===== src/rtl/vccm_pkg.sv =====
package vccm_pkg;

	localparam int TAG_W = 64;
	localparam int CNT_W = 64;
	localparam int SIZE_W = 5;

	typedef enum logic [1:0] {
		FUNC_RESTART = 2'd0,
		FUNC_INCR    = 2'd1,
		FUNC_REMOTE  = 2'd2,
		FUNC_FINISH  = 2'd3
	} func_t;

	typedef enum logic [1:0] {
		ORDER_EQUAL      = 2'd0,
		ORDER_BEFORE     = 2'd1,
		ORDER_AFTER      = 2'd2,
		ORDER_CONCURRENT = 2'd3
	} order_t;

	typedef enum logic [1:0] {
		ST_IDLE,
		ST_EVAL,
		ST_UPDATE
	} state_t;

	typedef struct packed {
		func_t              func;
		logic [TAG_W-1:0]   node_tag;
		logic [CNT_W-1:0]   remote_count;
		logic               merge;
	} req_t;

	typedef struct packed {
		logic               status;
		order_t             order;
		logic [CNT_W-1:0]   entry_count;
		logic [SIZE_W-1:0]  clock_size;
	} rsp_t;

	// broadcast from the controller to every cell
	typedef struct packed {
		func_t              func;
		logic [TAG_W-1:0]   tag;
		logic [CNT_W-1:0]   rc;
		logic               merge;
		logic [TAG_W-1:0]   local_tag;
		logic               upd;
		logic               append;
	} cell_ctl_t;

	// passed from cell to cell along the row
	typedef struct packed {
		logic               hit;
		logic [CNT_W-1:0]   cnt;
		logic               unnamed_nz;
	} chain_t;

endpackage


===== src/rtl/vccm_cell.sv =====
module vccm_cell #(
	parameter int IDX = 0,
	parameter int CW  = 5
) (
	input  logic                clk,
	input  logic                arst_n,
	input  vccm_pkg::cell_ctl_t ctl,
	input  logic [CW-1:0]       used,
	input  vccm_pkg::chain_t    chain_in,
	output vccm_pkg::chain_t    chain_out
);
	import vccm_pkg::*;

	logic [TAG_W-1:0] tag_q;
	logic [CNT_W-1:0] cnt_q;
	logic             named_q;
	logic             valid;
	logic             hit;
	logic             append_here;
	logic [CNT_W-1:0] cnt_inc;

	assign valid       = CW'(IDX) < used;
	assign hit         = valid && (tag_q == ctl.tag);
	assign append_here = ctl.append && (used == CW'(IDX));
	assign cnt_inc     = (cnt_q == '1) ? cnt_q : cnt_q + CNT_W'(1);

	// pass match and unnamed-nonzero info down the row
	assign chain_out.hit        = chain_in.hit | hit;
	assign chain_out.cnt        = chain_in.cnt | (hit ? cnt_q : '0);
	assign chain_out.unnamed_nz = chain_in.unnamed_nz | (valid && !named_q && (cnt_q != '0));

	always_ff @(posedge clk) begin
		if (ctl.upd) begin
			case (ctl.func)
				FUNC_RESTART: begin
					if (IDX == 0) begin
						tag_q <= ctl.local_tag;
						cnt_q <= CNT_W'(1);
					end
				end
				FUNC_INCR: begin
					if (hit) begin
						cnt_q <= cnt_inc;
					end else if (append_here) begin
						tag_q <= ctl.tag;
						cnt_q <= CNT_W'(1);
					end
				end
				FUNC_REMOTE: begin
					if (hit) begin
						if (ctl.merge && (ctl.rc > cnt_q)) begin
							cnt_q <= ctl.rc;
						end
					end else if (append_here) begin
						tag_q <= ctl.tag;
						cnt_q <= ctl.rc;
					end
				end
				default: begin
				end
			endcase
		end
	end

	always_ff @(posedge clk or negedge arst_n) begin
		if (!arst_n) begin
			named_q <= 1'b0;
		end else if (ctl.upd) begin
			case (ctl.func)
				FUNC_RESTART, FUNC_FINISH: begin
					named_q <= 1'b0;
				end
				FUNC_REMOTE: begin
					if (hit || append_here) begin
						named_q <= 1'b1;
					end
				end
				default: begin
				end
			endcase
		end
	end

endmodule


===== config.mk =====
export PLATFORM = sky130hd
export DESIGN_NAME = vccm_cell
export DESIGN_NICKNAME = d
export VERILOG_FILES = /design/src/rtl/vccm_pkg.sv /design/src/rtl/vccm_cell.sv
export SDC_FILE = /design/constraint.sdc
export NUM_CORES = 1
export LEC_CHECK = 0
export BUFFER_PORTS_ARGS = -buffer_cell sky130_fd_sc_hd__buf_2
export CAP_MARGIN = 20
export CORE_MARGIN = 2
export CORE_UTILIZATION = 40
export CTS_BUF_LIST = sky130_fd_sc_hd__clkbuf_16
export DETAILED_ROUTE_END_ITERATION = 10
export PLACE_DENSITY_LB_ADDON = 0.25
export SLEW_MARGIN = 10
export SYNTH_ARGS = -nofsm -noshare
export SYNTH_HDL_FRONTEND = slang
export SYNTH_SLANG_ARGS = --single-unit

===== constraint.sdc =====
create_clock -name clk -period 5.51 [get_ports clk]
set_clock_uncertainty 0.05 [all_clocks]
set_input_delay 0.551 -clock clk [delete_from_list [all_inputs] [get_ports clk]]
set_output_delay 0.551 -clock clk [all_outputs]
set_load 0.05 [all_outputs]

# == After elaboration in Yosys (flattened, before gate mapping) ==
# Index checks and enable logic that the tools add are counted.
# totals
output_inout_bits,66
in_bits,270
regBits,129
# op_classes
add_sub_neg,1
mux,13
n_bitwise,3
order_cmp,2
eq_ne,12
reduce_logical,18
# ops
operator,count
64-bit 2-to-1 mux,9
64-bit case mux with 3 select lines,1
64-bit case mux with 2 select lines,1
"64-bit by 1-bit adder with 64-bit output, second input constant",1
64-bit equality test,1
"64-bit equality test, second input constant",1
64-bit > comparator,1
64-bit OR,1
64-bit nonzero test,1
"3-bit inequality test, second input constant",4
6-bit AND reduction,1
1-bit logical AND,5
5-bit zero test,1
"1-bit by 5-bit less-than comparator with 1-bit output, first input constant",1
"2-bit equality test, second input constant",2
"2-bit inequality test, second input constant",2
4-bit AND reduction,1
2-bit nonzero test,2
2-bit OR reduction,2
3-bit AND reduction,1
3-bit nonzero test,1
"2-bit by 1-bit equality test with 1-bit output, second input constant",1
2-bit zero test,1
"2-bit by 1-bit inequality test with 1-bit output, second input constant",1
5 further kinds,6

# == Longest topological paths before layout ==
# Gate-level depths: netlist of run 1.
# depth
depth_word,5
depth_mapped,10
ltp_nobuf,9

# == Worst setup path before layout of run 1 ==
# Ideal clock, no wire load.
# synth_timing
path_kind,input to register
start,input port ctl[195] in the netlist's numbering
end,"register tag_q[0], enable pin"
path_buffers,3
arrival_ps,6417
stages,7
required_time_ps,4882
path_slack_ps,-1535
path_cell_list,inv_1 ha_1 clkbuf_1 buf_1 clkbuf_1 a21oi_1 nor3b_1
# synth_between
elab_chain_cells,4
word_cells_on_any_way,8
cone_classes,eq/ne (4); reduce/logical (4)
# synth_rtl
element,line,text
"start, declared",vccm_cell.sv:7,"input vccm_pkg::cell_ctl_t ctl,"
2-bit equality test / 2-bit by 1-bit equality test with 1-bit output (equally long branches),vccm_cell.sv:34,case (ctl.func)
2-bit OR reduction (no source line),-,
"2-bit by 1-bit inequality test with 1-bit output (no source line), or another cell as far along",-,
4-bit AND reduction (no source line) (*),-,
"end signal, assigned",vccm_cell.sv:37,tag_q <= ctl.local_tag;
"end signal, assigned",vccm_cell.sv:45,tag_q <= ctl.tag;
"end signal, assigned",vccm_cell.sv:55,tag_q <= ctl.tag;
"end, declared",vccm_cell.sv:14,logic [TAG_W-1:0] tag_q;
# Every way passes the cells marked *; elsewhere a longest branch is shown, timed or not.
# A chain may end at the register's enable or synchronous reset.

==> results of run 1 <==
## power by group through the flow
stage          clock [mW]  sequential (mW)  combinational (mW)
6_report             1.16             1.27               0.670
5_1_grt              1.23             1.28               0.738
4_1_cts              1.18             1.27               0.675
3_5_place_dp            0             1.29               0.670
3_3_place_gp            0             1.28               0.658
2_1_floorplan           0             1.26               0.455
## cell usage in the layout, fill, tap and decap left out, drive strengths merged, types with 2 or more instances in the layout
master,instances
o21ai,71
ha,70
and3,5
nor3,22
mux2,64
edfxtp,128
bufinv,2
buf,342
xor2,12
a221o,2
clkinvlp,3
nor2,23
a21o,67
or4,4
xnor2,114
o211ai,5
a2111oi,2
nor2b,2
and4,6
a211oi,2
nand2,91
nor3b,3
inv,78
nor4b,2
nor4,31
clkbuf,17
a21oi,30
nand3,29
clkinv,5
nand4,49
## path summary, 6_finish.rpt
kind | from | endpoint | slack [ns] | cells after the start
setup / recovery | tag_q[1] | chain_out[43] | 1.31 | 8
setup reg to reg | tag_q[1] | cnt_q[29] | 1.69 | 8
min in group asynchronous | arst_n | named_q | 0.41 | 2
max in group asynchronous | arst_n | named_q | 4.91 | 2
hold reg to reg | named_q | named_q | 0.57 | 2
hold / removal | ctl[42] | tag_q[40] | 0.37 | 2
## stage by stage
stage	area (µm²)	instances
floorplan	9620	953
global placement	11700	1582
detailed placement	11700	1582
CTS	12300	1615
global route	12300	1615
finish	12300	1616
## repair_timing
action / CTS / global route
hold endpoints to repair: 1 / 0
buffers inserted: 0 / 0
hold buffers: 1 / 0
## metal layers
metal	up-vias	share of wire [%]	GRT usage [%]
li1	4174	-	-
met1	3886	42	27.4
met2	300	49	38.6
met3	38	6.3	5.21
met4	4	2.0	7.23
met5	-	0.050	0
## sequential cells by signal (all words and copies together) (netlist names)
signal / flops
tag_q: 64
named_q: 1
cnt_q: 64
## worst max-delay path, cell delays in order, from the launching register on
cell      delay, ns
edfxtp_1       0.38
xnor2_1        0.19
nand4_1        0.12
nor4_1         0.53
nand4_1        0.35
nor2_4         0.68
buf_4          0.47
a21o_1         0.17
buf_2          0.26
## synth_stat cells (2+ instances only)
master / n
mux2_2: 64
clkbuf_1: 24
inv_1: 72
nor4_2: 2
a211oi_1: 2
and4_1: 6
a21oi_1: 30
nor3b_1: 3
nor2b_1: 2
o21ai_0: 63
xnor2_1: 114
edfxtp_1: 128
nand2_1: 90
o211ai_1: 5
a21o_1: 66
nand4_1: 48
nand3_1: 29
nor3_1: 17
xor2_1: 12
nor2_1: 22
a2111oi_0: 2
nor3_2: 5
nor4b_1: 2
and3_1: 5
nor4_1: 28
o21ai_2: 2
ha_1: 70
or4_1: 3
o21ai_1: 6
a221o_1: 2
buf_1: 4
## cell type report
class	count	area share [%]
Timing Repair Buffer	343	14.3
Multi-Input combinational cell	719	43.9
Antenna cell	1	0.0204
Tap cell	319	3.26
Sequential cell	129	31.6
Inverter	73	2.24
Clock inverter	15	1.31
Clock buffer	17	3.47
## cell families after synthesis
family	after synthesis	synth area share (%)
AND/OR/NAND/NOR	273	15.3
AO/OA/AOI/OAI	186	12.1
flip-flops	129	40.2
XOR/XNOR	126	11.5
buffers and inverters	105	4.24
adder cells (fa/ha/maj)	70	9.11
multiplexers	64	7.50
==> results.json, run 1 <==
{
  "status": "finished, final reports clean",
  "synth_top_cell_area_share_pct": 40.0,
  "netlist_area_um2": 9610,
  "wl_um": 28300,
  "tns_ns": 0,
  "initial_utilization_pct": 40.8,
  "place.gp.congestion": 0.839,
  "tightest_slew_ns": 0.871,
  "synth_top_area_cell": "edfxtp_1",
  "rsz0062_at_grt": "false",
  "cts_resized": 0,
  "yosysWarnings": 0,
  "cp-end-kind": "output port",
  "drc": 0,
  "htree_num_levels": 4,
  "core_um2": 23500,
  "gr-total-overflow": 0,
  "ys_ff_latch": 129,
  "synthFlopType": "edfxtp_1",
  "rows": 56,
  "via_count": 8402,
  "max_cap_violations": 0,
  "async_flop_share_pct": 0.775,
  "combPwrFrac_pct": 21.6,
  "first_pass_iters": 7,
  "multi_input_area_um2": 5380,
  "vias_per_cell": 5.20,
  "crit_required_ns": 4.91,
  "grt_pass1_wl_um": 44600,
  "clkTransAtPathRegs_ns": 0.07,
  "io_buffers": 335,
  "cts_tree": "yes",
  "hold_ws_ns": 0.370,
  "holdCritPathClass": "input port to flop",
  "io_pins": 336,
  "clock_latency_ns": 0.43,
  "p_int_mw": 2.15,
  "fmax_ghz": 0.238,
  "worstSetupStartpointType": "flop",
  "p_total_mw": 3.10,
  "hold_viol": 0,
  "root_buffer": "clkbuf_16",
  "crit_arrival_ns": 3.60,
  "clkPwrFrac_pct": 37.5,
  "die_y_um": 159,
  "p_switching_mw": 0.944,
  "post-place-ws_ns": 1.24,
  "drt_iter0_markers": 404,
  "first_global_vias": 8385,
  "ys_top_cells_by_area": "edfxtp_1, xnor2_1, ha_1, mux2_2, a21o_1",
  "antenna_found_initial": 4,
  "ant_nets": 0,
  "p_per_area_nw_per_um2": 253,
  "slew_violations": 0,
  "cts.sinks": 129,
  "path_class": "flop to output port",
  "syn_nets": 1293,
  "power_leakage_nw": 5.48,
  "avgRoutedWirePerCell_um": 17.5,
  "dieArea_um2": 25300,
  "cts_max_path_buffers": 2,
  "avgSynthCellArea_um2": 10.1,
  "period_minus_slack_ns": 4.20,
  "netlist_instances": 953,
  "die_w_um": 159,
  "synthToLayoutAreaGrowth_pct": 27.5,
  "cts_made_buffers": 17,
  "worstPathMaxFanout": 38,
  "setup_viol": 0,
  "seqPwrFrac_pct": 40.8,
  "swShare_pct": 30.5,
  "grt_max_degree": 68,
  "synth_cell_types": 56,
  "place_hpwl_um": 21900,
  "ys_seq_area_share_pct": 40.2,
  "nFillCells": 2211,
  "fin_crit_sh_pct": 76.2,
  "fin_ws_ns": 1.31,
  "synth_edf_count": 128,
  "regArea_um2": 3870,
  "ir_drop_mv": 0.175,
  "fin_util_pct": 52.1,
  "grt_util_all_layers_pct": 22.3,
  "slew_headroom_pct": 41.9,
  "nets": 1623,
  "layout-drive-gt1-share_pct": 35.6
}
(Power assumes the default switching activity.)
==> inputs of run 2 (changes only) <==
==> constraint.sdc (replaced) <==
create_clock -name clk -period 3.5 [get_ports clk]
set_clock_uncertainty 0.05 [all_clocks]
set_input_delay 0.35 -clock clk [delete_from_list [all_inputs] [get_ports clk]]
set_output_delay 0.35 -clock clk [all_outputs]
set_load 0.05 [all_outputs]
==> run 2 against run 1 <==
Via count up 1.9%. Core utilization up 0.73 points. Hold slack worse by 0.19 ns. Power up 57%. First-iteration DRC count down 15%. Combinational power up 63%. Clock power up 54%. Critical endpoint is now chain_out[0]. Critical path depth down 1. Die area unchanged. Non-clock buffer count up 18. Critical path type unchanged. Routed wire length up 1.6%. Flip-flop and latch count unchanged.
==> results.json, run 2 (same netlist as run 1, synthesis figures left out) <==
{
  "status": "finished, final reports clean",
  "root_buffer": "clkbuf_16",
  "slew_violations": 0,
  "ir_drop_mv": 0.296,
  "synthToLayoutAreaGrowth_pct": 29.3,
  "regArea_um2": 3870,
  "setup_viol": 0,
  "r2r_end": "cnt_q[29]",
  "seqPwrFrac_pct": 40.7,
  "hold_viol": 0,
  "p_int_mw": 3.35,
  "power_leakage_nw": 5.57,
  "worstHoldEndpoint": "cnt_q[17]",
  "gr-total-overflow": 0,
  "place.gp.congestion": 0.845,
  "cts.sinks": 129,
  "rsz0062_at_grt": "false",
  "tns_ns": 0,
  "nets": 1641,
  "worstSetupStartpointType": "flop",
  "crit_start": "cnt_q[1]",
  "dpl_cell_area_um2": 11800,
  "antenna_found_initial": 3,
  "drc": 0,
  "first_pass_iters": 5,
  "crit_required_ns": 3.10,
  "die_y_um": 159,
  "min_path_cells": 3,
  "layout_commonest_cell": "buf_2",
  "hp-start": "ctl[84]",
  "path_class": "flop to output port",
  "tightest_slew_ns": 0.813,
  "nFillCells": 2225,
  "multi_input_area_um2": 5380,
  "layout-drive-gt1-share_pct": 36.5,
  "wl_um": 28700,
  "via_count": 8560,
  "io_buffers": 335,
  "crit_arrival_ns": 2.83,
  "final_area_um2": 12400,
  "ff2ff_path_depth": 10,
  "critPathSlowestCell": "nor4_1",
  "ant_nets": 0,
  "drt_iter0_markers": 344,
  "period_minus_slack_ns": 3.23,
  "cts_max_path_buffers": 2,
  "p_per_area_nw_per_um2": 391,
  "clkPwrFrac_pct": 36.9,
  "layout_common_cells": "buf_2, edfxtp_1, xnor2_1",
  "critPathBufInv": 2,
  "grt_util_all_layers_pct": 22.5,
  "path_delay_family": "simple AND/OR/NAND/NOR gates",
  "grt_pass1_wl_um": 45500,
  "htree_num_levels": 4,
  "r2r_slack_ns": 0.39,
  "combPwrFrac_pct": 22.5,
  "slowest_delay_ns": 0.58,
  "cts_made_buffers": 17,
  "max_cap_violations": 0,
  "die_w_um": 159,
  "clock_latency_ns": 0.42,
  "cts_tree": "yes",
  "cp-end-kind": "output port",
  "fmax_ghz": 0.310,
  "fin_crit_sh_pct": 92.3,
  "grt_max_degree": 65,
  "initial_utilization_pct": 40.8,
  "slew_headroom_pct": 45.8,
  "vias_per_cell": 5.24,
  "p_switching_mw": 1.52,
  "clkTransAtPathRegs_ns": 0.07,
  "reg_top3": "cnt_q: 64 flops, tag_q: 64 flops, named_q: 1 flops",
  "hold_ws_ns": 0.178,
  "r2r-start": "cnt_q[7]",
  "swShare_pct": 31.2,
  "worstPathMaxFanout": 6,
  "p_total_mw": 4.86,
  "holdCritPathClass": "input port to flop",
  "first_global_vias": 8700,
  "place_hpwl_um": 22500,
  "io_pins": 336,
  "avgRoutedWirePerCell_um": 17.6,
  "core_um2": 23500,
  "rows": 56,
  "dieArea_um2": 25300,
  "crit_chain": "inv_1, ha_1, nor4b_1, nand4_1, nor4_1, o31ai_1, buf_2"
}
[run 2: cell count changes in the layout (fill, tap and decap cells not counted), moves of 2 or more]
cell / delta
buf_4: +14
buf_12: +3
clkinv_2: -2
inv_6: +3
[run 2: worst reg2reg max path, cell delays in order, from the launching register on]
cell,delay [ns]
edfxtp_1,0.47
inv_1,0.14
ha_1,0.27
a21oi_1,0.14
o21ai_0,0.10
a221oi_1,0.24
or3b_2,0.50
a22o_1,0.22
nor4_1,0.37
a21oi_4,0.14
buf_12,0.21
[run 2: power groups by stage]
stage,registers (mW),logic [mW],clock network (mW)
detailed placement,2.01,1.09,0
floorplan,1.97,0.719,0
CTS,1.98,1.10,1.83
finish,1.98,1.09,1.79
global placement,2.00,1.08,0
global route,1.99,1.20,1.89
[run 2: cell type report]
class                           count  share of cell area, %
Inverter                           73                   2.20
Antenna cell                        1                 0.0201
Sequential cell                   129                   31.1
Clock inverter                     15                   1.20
Multi-Input combinational cell    719                   43.3
Tap cell                          319                   3.21
Clock buffer                       17                   3.42
Timing Repair Buffer              361                   15.5
[run 2: what timing repair did]
item                                    in CTS  in global routing
gates cloned                                 0                  0
hold buffers                                 1                  0
gates resized for setup                      1                  1
setup buffers                                0                  0
endpoints found under the setup margin       1                  1
hold endpoints to repair                     1                  0
[run 2: through the flow]
stage | worst slack, ns | util, % | instances
2_1_floorplan | 0.0198 | - | 953
3_3_place_gp | 0.369 | 50.3 | 1600
3_5_place_dp | 0.359 | 50.3 | 1600
4_1_cts | 0.105 | 52.8 | 1633
5_1_grt | 0.0320 | 52.8 | 1633
6_report | 0.270 | 52.8 | 1634
[run 2: layer usage]
metal | GRT usage [%] | wire (µm)
met1 | 27.1 | 11900
met2 | 40.3 | 14300
met3 | 5.70 | 2030
met4 | 5.79 | 433
met5 | 0 | 27
[run 2: worst max-delay path by stage]
stage               slack (ns)  cells after the start           end
CTS                       0.11                     10  chain_out[1]
global placement          0.37                     10  chain_out[1]
floorplan                 0.02                      7      tag_q[0]
global route              0.03                     10  chain_out[1]
detailed placement        0.36                     10     cnt_q[44]
finish                    0.27                      7  chain_out[0]
==> inputs of run 3 (changes only) <==
--- a/config.mk
+++ b/config.mk
@@ -7,11 +7,14 @@
 export LEC_CHECK = 0
 export BUFFER_PORTS_ARGS = -buffer_cell sky130_fd_sc_hd__buf_2
 export CAP_MARGIN = 20
+export CELL_PAD_IN_SITES_DETAIL_PLACEMENT = 0
+export CELL_PAD_IN_SITES_GLOBAL_PLACEMENT = 1
 export CORE_MARGIN = 2
-export CORE_UTILIZATION = 40
+export CORE_UTILIZATION = 38
 export CTS_BUF_LIST = sky130_fd_sc_hd__clkbuf_16
 export DETAILED_ROUTE_END_ITERATION = 10
 export PLACE_DENSITY_LB_ADDON = 0.25
+export REMOVE_ABC_BUFFERS = 1
 export SLEW_MARGIN = 10
 export SYNTH_ARGS = -nofsm -noshare
 export SYNTH_HDL_FRONTEND = slang
==> constraint.sdc (replaced) <==
create_clock -name clk -period 3.05 [get_ports clk]
set_clock_uncertainty 0.05 [all_clocks]
set_input_delay 0.305 -clock clk [delete_from_list [all_inputs] [get_ports clk]]
set_output_delay 0.305 -clock clk [all_outputs]
set_load 0.05 [all_outputs]
==> run 3 against run 2 <==
Non-clock buffer count increased by 63. Global-route usage about the same. Register-to-register slack got worse by 0.29 ns. First-iteration DRC count increased by 25%. Via count increased by 3.3%. Largest cell class unchanged.
==> results.json, run 3 (same netlist as run 1, synthesis figures left out) <==
{
  "crit_start": "tag_q[59]",
  "first_pass_iters": 4,
  "critPathSlowestCell": "edfxtp_1",
  "hp-start": "ctl[15]",
  "clkTransAtPathRegs_ns": 0.07,
  "rsz0062_at_grt": "true",
  "critPathBufInv": 4,
  "fin_util_pct": 54.5,
  "wl_met2_um": 15300,
  "worstHoldEndpoint": "tag_q[13]",
  "rows": 58,
  "max_cap_violations": 0,
  "setup_viol": 0,
  "layout_common_cells": "buf_2, edfxtp_1, xnor2_1",
  "slowest_delay_ns": 0.42,
  "via_count": 8840,
  "crit_arrival_ns": 2.65,
  "antenna_found_initial": 5,
  "p_switching_mw": 1.78,
  "nets": 1704,
  "ff2ff_path_depth": 11,
  "combPwrFrac_pct": 25.2,
  "r2r-start": "cnt_q[19]",
  "wirelength_met1_um": 13100,
  "clock_latency_ns": 0.43,
  "htree_num_levels": 4,
  "slew_violations": 0,
  "gr-total-overflow": 0,
  "hold_viol": 0,
  "grt_pass1_wl_um": 45900,
  "grt_max_degree": 65,
  "seqPwrFrac_pct": 38.2,
  "place.gp.congestion": 0.842,
  "reg_top3": "cnt_q: 64 flops, tag_q: 64 flops, named_q: 1 flops",
  "core_um2": 25000,
  "cts_made_buffers": 17,
  "power_leakage_nw": 6.13,
  "swShare_pct": 30.5,
  "tightest_slew_ns": 0.529,
  "met3_length_um": 2210,
  "p_per_area_nw_per_um2": 427,
  "cts_tree": "yes",
  "status": "finished, final reports clean",
  "r2r_end": "cnt_q[16]",
  "avgRoutedWirePerCell_um": 18.1,
  "die_y_um": 163,
  "crit_required_ns": 2.69,
  "grt_util_all_layers_pct": 22.5,
  "slew_headroom_pct": 64.4,
  "wl_um": 30900,
  "first_global_vias": 8648,
  "path_delay_family": "simple AND/OR/NAND/NOR gates",
  "layout-drive-gt1-share_pct": 40.5,
  "worstSetupStartpointType": "flop",
  "r2r_slack_ns": 0.10,
  "io_buffers": 335,
  "dr.max_layer_used": "met5",
  "drc": 0,
  "place_hpwl_um": 23100,
  "cts_max_path_buffers": 2,
  "synthToLayoutAreaGrowth_pct": 41.9,
  "io_pins": 336,
  "crit_path_frequent_cell": "nand4_1",
  "worstPathMaxFanout": 10,
  "fin_crit_sh_pct": 98.5,
  "path_class": "flop to output port",
  "crit_chain": "xnor2_2, nand4_1, nor4_2, buf_4, nand4_1, nor2_4, buf_12, buf_16, a21o_1, buf_6",
  "dieArea_um2": 26600,
  "initial_utilization_pct": 38.4,
  "die_w_um": 163,
  "min_path_cells": 2,
  "cp-end-kind": "output port",
  "period_minus_slack_ns": 3.01,
  "fmax_ghz": 0.333,
  "cts.sinks": 129,
  "clkPwrFrac_pct": 36.6,
  "root_buffer": "clkbuf_16",
  "p_int_mw": 4.05,
  "drt_iter0_markers": 431,
  "dpl_cell_area_um2": 12200,
  "ant_nets": 0,
  "vias_per_cell": 5.17,
  "layout_commonest_cell": "buf_2",
  "final_area_um2": 13600,
  "holdCritPathClass": "input port to flop",
  "ir_drop_mv": 0.370
}
-- run 3: cell count changes in the layout (fill, tap and decap cells not counted), sizes merged --
cell | previous run | this run
buf | 360 | 420
diode | 1 | 4
bufinv | 1 | 2
inv | 81 | 82
clkinv | 3 | 1
clkbuf | 17 | 20
-- run 3: timing repair --
action	in CTS	in global routing
hold buffers	1	0
endpoints found under the hold margin	1	0
pin swaps	4	23
gates resized for setup	93	68
setup endpoints to repair	129	129
cloned	1	5
setup buffers	2	19
-- run 3: stage by stage --
| step | cells | setup TNS (ns) | worst slack (ns) | hold slack, ns | power [mW] |
|---|---|---|---|---|---|
| final | 1711 | 0 | 0.0443 | 0.124 | 5.83 |
| after global routing | 1708 | -5.29 | -0.0917 | 0.111 | 6.10 |
| after CTS | 1683 | -0.747 | -0.0417 | 0.109 | 5.81 |
| after detailed placement | 1647 | -2.77 | -0.0555 | 0.0353 | 3.61 |
| after global placement | 1647 | -3.63 | -0.0690 | 0.0363 | 3.59 |
| after floorplan | 921 | -740.76 | -4.28 | -0.0406 | 3.09 |
-- run 3: final cells by class --
type / instances / area, µm²
Clock inverter: 15 / 173
Tap cell: 330 / 413
Sequential cell: 129 / 3870
Clock buffer: 17 / 425
Antenna cell: 4 / 10.0
Fill cell: 2285 / 11400
Multi-Input combinational cell: 719 / 5500
Timing Repair Buffer: 424 / 2980
Inverter: 73 / 274
-- run 3: worst max path at each step --
stage	end	slack (ns)	cells past startpoint
6_report	chain_out[34]	0.04	10
4_1_cts	chain_out[49]	-0.04	10
2_1_floorplan	tag_q[0]	-4.28	4
3_3_place_gp	cnt_q[22]	-0.07	10
5_1_grt	chain_out[53]	-0.09	10
3_5_place_dp	cnt_q[23]	-0.06	10
-- run 3: metal layers --
layer | up-vias | track usage, %
li1 | 4356 | -
met1 | 4154 | 28.3
met2 | 302 | 39.3
met3 | 24 | 5.74
met4 | 4 | 4.59
met5 | - | 0
-- run 3: power by group through the flow --
stage / Sequential [mW] / Combinational [mW] / Clock, mW
final: 2.23 / 1.47 / 2.13
after global routing: 2.25 / 1.60 / 2.26
after CTS: 2.23 / 1.40 / 2.18
after detailed placement: 2.27 / 1.34 / 0
after global placement: 2.26 / 1.33 / 0
after floorplan: 2.28 / 0.811 / 0
